--- config.mk ---
export PLATFORM = sky130hd
export DESIGN_NAME = dpfc_ctrl
export DESIGN_NICKNAME = d
export VERILOG_FILES = /design/src/dpfc_pkg.sv /design/src/dpfc_ctrl.sv
export SDC_FILE = /design/constraint.sdc
export NUM_CORES = 1
export LEC_CHECK = 0
export ABC_AREA = 1
export BUFFER_PORTS_ARGS = -buffer_cell sky130_fd_sc_hd__buf_2
export CORE_AREA = 3 3 40 42
export CTS_BUF_LIST = sky130_fd_sc_hd__clkbuf_8
export CTS_CLUSTER_DIAMETER = 80
export CTS_CLUSTER_SIZE = 16
export DETAILED_ROUTE_END_ITERATION = 7
export DIE_AREA = 0 0 43 45
export GPL_ROUTABILITY_DRIVEN = 0
export HOLD_SLACK_MARGIN = 0.03
export PLACE_DENSITY = 0.52
export SYNTH_ARGS = -nofsm -noshare
export SYNTH_HDL_FRONTEND = slang
export SYNTH_SLANG_ARGS = --single-unit
export TNS_END_PERCENT = 20
--- constraint.sdc ---
create_clock -name clk -period 1.2 [get_ports clk]
set_input_delay 0.18 -clock clk [delete_from_list [all_inputs] [get_ports clk]]
set_output_delay 0.18 -clock clk [all_outputs]
set_load 0.05 [all_outputs]
--- src/dpfc_pkg.sv ---
// package: constants, state and command types for the distinct prime factor count sieve
`default_nettype none
package dpfc_pkg;

	localparam int MAX_LIMIT  = 1048576;
	localparam int COUNT_BITS = 4;
	localparam int LIMIT_W    = 21;
	localparam int THR_W      = 4;
	localparam int OUT_W      = 21;
	localparam int DEPTH      = MAX_LIMIT + 1;
	localparam int IDX_W      = $clog2(DEPTH);
	localparam int PTR_W      = IDX_W + 1;
	localparam int EXT_W      = (IDX_W > LIMIT_W) ? IDX_W : LIMIT_W;
	localparam int CMP_W      = (COUNT_BITS > THR_W) ? COUNT_BITS : THR_W;
	localparam int CNT_MAX    = (2 ** COUNT_BITS) - 1;

	typedef enum logic [2:0] {
		ST_IDLE,
		ST_CLEAR,
		ST_WALK,
		ST_CHECK,
		ST_MARK,
		ST_FINISH
	} state_t;

	typedef struct packed {
		logic load;
		logic clr;
		logic walk_rd;
		logic comp;
		logic prime;
		logic mark_rd;
		logic mark_end;
		logic out_load;
	} cmd_t;

	typedef struct packed {
		logic j_over;
		logic i_over;
		logic i_last;
		logic rd_zero;
		logic out_busy;
	} stat_t;

endpackage
`default_nettype wire

--- src/dpfc_ctrl.sv ---
// controller: sequences clear, walk, marking and result hand-off
`default_nettype none
module dpfc_ctrl (
	input  wire logic            clk,
	input  wire logic            arst_n,
	input  wire logic            req_valid,
	output      logic            req_ready,
	input  wire dpfc_pkg::stat_t st,
	output      dpfc_pkg::cmd_t  cmd
);
	import dpfc_pkg::*;

	state_t state_q;
	state_t state_nxt;

	always_ff @(posedge clk or negedge arst_n) begin
		if (!arst_n) begin
			state_q <= ST_IDLE;
		end else begin
			state_q <= state_nxt;
		end
	end

	always_comb begin
		state_nxt = state_q;
		cmd       = '0;
		req_ready = 1'b0;
		case (state_q)
			ST_IDLE: begin
				req_ready = 1'b1;
				if (req_valid) begin
					cmd.load  = 1'b1;
					state_nxt = ST_CLEAR;
				end
			end
			ST_CLEAR: begin
				if (st.j_over) begin
					state_nxt = ST_WALK;
				end else begin
					cmd.clr = 1'b1;
				end
			end
			ST_WALK: begin
				if (st.i_over) begin
					state_nxt = ST_FINISH;
				end else begin
					cmd.walk_rd = 1'b1;
					state_nxt   = ST_CHECK;
				end
			end
			ST_CHECK: begin
				if (st.rd_zero) begin
					cmd.prime = 1'b1;
					state_nxt = ST_MARK;
				end else begin
					cmd.comp = 1'b1;
					if (st.i_last) begin
						state_nxt = ST_FINISH;
					end
				end
			end
			ST_MARK: begin
				if (st.j_over) begin
					cmd.mark_end = 1'b1;
					state_nxt    = ST_WALK;
				end else begin
					cmd.mark_rd = 1'b1;
				end
			end
			ST_FINISH: begin
				if (!st.out_busy) begin
					cmd.out_load = 1'b1;
					state_nxt    = ST_IDLE;
				end
			end
			default: begin
				state_nxt = ST_IDLE;
			end
		endcase
	end
endmodule
`default_nettype wire

Word-level counts from Yosys, hierarchy flattened. Index checks and enable logic that the tools add are counted.

Equal/unequal tests: 9. Mux-type cells: 21. Reductions and logical operators: 3.

Operators with widths (number): 3-bit two-way mux (6); 3-bit one-hot mux with 5 select lines (1); 1-bit two-way mux (12); 3-bit by 2-bit == test with 1-bit output, second input constant (2); 3-bit == test, second input constant (2); 2-bit two-way mux (2); 2-bit != test, second input constant (2); 4-bit AND reduction (1); 3-bit by 1-bit == test with 1-bit output, second input constant (1); 3-bit zero test (1); 3-bit != test, second input constant (1); 2-bit by 1-bit != test with 1-bit output, second input constant (1); 2-bit OR reduction (1).

Register bits after elaboration: 3. Input port bits: 8. Output and inout bits: 9.

Logic depth before layout (Yosys ltp).
Depth after elaboration: 4. Depth in mapped cells: 7. Depth with buffers taken out: 7.

Least setup slack after synthesis. Ideal clock, no wire load.

Path kind: flip-flop to output port. From: register state_q[1]. To: output cmd[0] (netlist bit). Arrival: 1.995 ns. Data required time: 1.020 ns. Slack: -0.975 ns. Stages on the path, launching flop included: 2. Path buffers: 0. Cells stage by stage: dfrtp_1 nor4_1.

RTL lines: start: declaration (RTL line dpfc_ctrl.sv:13) `state_t state_q;`; start signal: assignment (RTL line dpfc_ctrl.sv:20) `state_q <= state_nxt;`; end: declaration (RTL line dpfc_ctrl.sv:9) `output dpfc_pkg::cmd_t cmd`.

==> flow_summary_export.csv <==
group,metric,value,unit
drt,vias,438,
layout,seq_area,78.83,µm²
layout,reg.largest.list,"state_q x3",
sta,tightestPinTransition,0.2034,ns
die,die_y,45,µm
placement,portBuffers,16,
pwr,p_leak,0.3810,nW
sta,fin_skew,0.001511,ns
pwr,clock_power_share,14.7,%
outcome,violations,"setup timing",
critical_path,slowest_stage,"dfrtp_2",
critical_path,required,1.02,ns
drt,drt_first_pass_iters,3,
layout,largest_reg_flops,3,
global_routing,grt_pass1_vias,423,
pwr,switching_share,50.53,%
pwr,combPwrFrac,71.0,%
pwr,p_sw,0.0009603,W
synth,synth.avg_cell_area,6.067,µm²
sta,rsz0062_at_grt,"true",
cts,clk_pin_slew,0.03,ns
layout,regMostFlops,"state_q",
pwr,pwr-share-seq,14.3,%
drt,wl_per_cell,9.650,µm
layout,syn_to_final_growth,112.5,%
critical_path,cpMostUsedCell,"nor2_4",
pwr,powerDensity,2782,nW/µm²
global_routing,antenna_found_initial,0,
placement,dpl_worst_slack,-0.1141,ns
job,maxCapViolCount,0,
die,initial_utilization,25.02,%
cts,tritoncts,"yes",
global_routing,grtUsageTotal,11.34,%
synth,yosys_warnings,0,
cts,clock-sinks,3,
synth,ys_seq_elements,3,
critical_path,crit_fanout,5,
die,core,1285,µm²
cts,cts_buffers,3,
critical_path,cp.buffers_inverters,1,
critical_path,worst-setup-path-type,"flop to output port",
layout,finish.instance_area,683.2,µm²
drt,drt_iter0_markers,5,
cts,cts_root_buf,"clkbuf_8",
sta,finalCriticalPeriod,1.369,ns
die,ios,17,
pwr,vdd_ir_drop_max,1.368,mV
critical_path,cp.arrival,1.19,ns
placement,place_inst,92,
synth,synthesis.instances,53,
cts,clock_latency,0.21,ns
drt,routed_wl,965,µm
critical_path,cp_top_family,"flip-flops",
drt,met3_length,61,µm
cts,clockBufferDepth,2,
placement,place_area,519.2,µm²
sta,finalSetupViolations,11,
pwr,p_total,0.001900,W
die,die_w,43,µm
sta,worst_slack,-0.1687,ns
drt,postRouteAntennaNets,0,
cts,h-tree-depth,1,
sta,fmax,730.6,MHz
layout,nFillCells,121,
drt,drc_errors,0,
layout,multi_input_area,256.5,µm²
placement,hpwl,768.9,µm
synth,syn-cell-area,321.6,µm²
synth,ys_seq_area_share,23.35,%
layout,stdcell_count,100,
global_routing,grt_overflow,0,
synth,post_synth_num_cell_types,15,
hold_path,min_path_type,"input pin to asynchronous set/reset pin",
die,std_cell_rows,13,
critical_path,cpPeakStageDelay,0.47,ns
sta,relSlewSlack,86.34,%
sta,period_share,114.1,%
sta,slew_viol_final,0,
pwr,internal_power,0.0009402,W
synth,syn_nets,61,
drt,wl_met1,425,µm
drt,via_per_inst,4.380,
global_routing,grt_max_degree,7,
sta,setup_tns,-1.309,ns
drt,route.met2.wl,465,µm
critical_path,crit_chain,"nor2_4, nand2_1, nor2_4, buf_6",
outcome,outcome,"finished with violations",
critical_path,cp-end-kind,"output port",
sta,hold_violations,0,
layout,nets,94,
layout,n_antenna_cell,0,
drt,top_layer,"met4",
layout,drive_gt1_share,62.35,%
die,dieArea,1935,µm²
critical_path,startpoint_type,"flop",
global_routing,grt_pass1_wl,1656,µm
==> synth_stat cells (all sizes together) <==
cell type | instances | area share (%)
inv | 13 | 15
nand2 | 12 | 15
nor2 | 10 | 18
nand3 | 9 | 17
dfrtp | 3 | 23
o21bai | 2 | 4.7
a21oi | 1 | 1.6
nand4 | 1 | 1.9
nor3 | 1 | 1.6
nor4 | 1 | 1.9
==> cells by family after synthesis <==
group / share of synthesized area, %
flops: 23.35
buf+inv: 15.17
compound gates: 6.223
simple gates: 55.25
==> layer usage <==
layer	GRT usage [%]	up-vias
met2	19.46	12
met5	0	-
met3	4.382	2
li1	-	230
met1	13.08	194
met4	3.614	0
==> area by class of cell <==
cell class | instances | share of cell area [%]
clock inverter | 1 | 0.5495
tap | 15 | 2.747
inverter | 13 | 7.509
multi-input combinational | 37 | 37.55
sequential | 3 | 11.54
timing repair buffer | 28 | 34.07
clock buffer | 3 | 6.044
==> power by group through the flow <==
stage | logic (W) | registers, W | clock network, W
5_1_grt | 0.00146 | 0.000281 | 0.000312
2_1_floorplan | 0.000781 | 0.000235 | 0
4_1_cts | 0.00130 | 0.000259 | 0.000286
3_3_place_gp | 0.00112 | 0.000240 | 0
3_5_place_dp | 0.00112 | 0.000241 | 0
6_report | 0.00135 | 0.000273 | 0.000279
==> metrics by stage <==
stage | util (%) | hold WS [ns]
6_report | 53.16 | 0.2882
5_1_grt | 53.16 | 0.3025
4_1_cts | 50.83 | 0.2871
3_5_place_dp | 40.41 | -0.02235
3_3_place_gp | 40.41 | -0.02052
2_1_floorplan | - | -0.1156
==> worst paths after layout <==
path / to / from / slack [ns] / depth (start not counted)
min in group clk: state_q[1] / st[2] / 0.38 / 5
worst min register to register: state_q[0] / state_q[0] / 0.73 / 3
worst max register to register: state_q[2] / state_q[1] / -0.02 / 6
max in group asynchronous: state_q[2] / arst_n / 0.80 / 2
worst max-delay path: cmd[1] / state_q[1] / -0.17 / 4
worst min-delay path: state_q[1] / arst_n / 0.29 / 2
==> layout by cell type (no fill, tap or decap), drive strengths merged <==
cell	n
a21oi	1
buf	27
clkbuf	3
dfrtp	3
dlygate4sd3	1
inv	14
nand2	12
nand3	9
nand4	1
nor2	10
nor3	1
nor4	1
o21bai	2
==> repair_timing <==
| item | CTS | global route |
|---|---|---|
| hold endpoints to repair | 3 | 0 |
| setup endpoints to repair | 12 | 12 |
| gates resized for setup | 22 | 8 |
| hold buffers | 1 | 0 |
| setup buffers | 2 | 1 |
| pin swaps | 0 | 1 |
(Power assumes the default switching activity.)
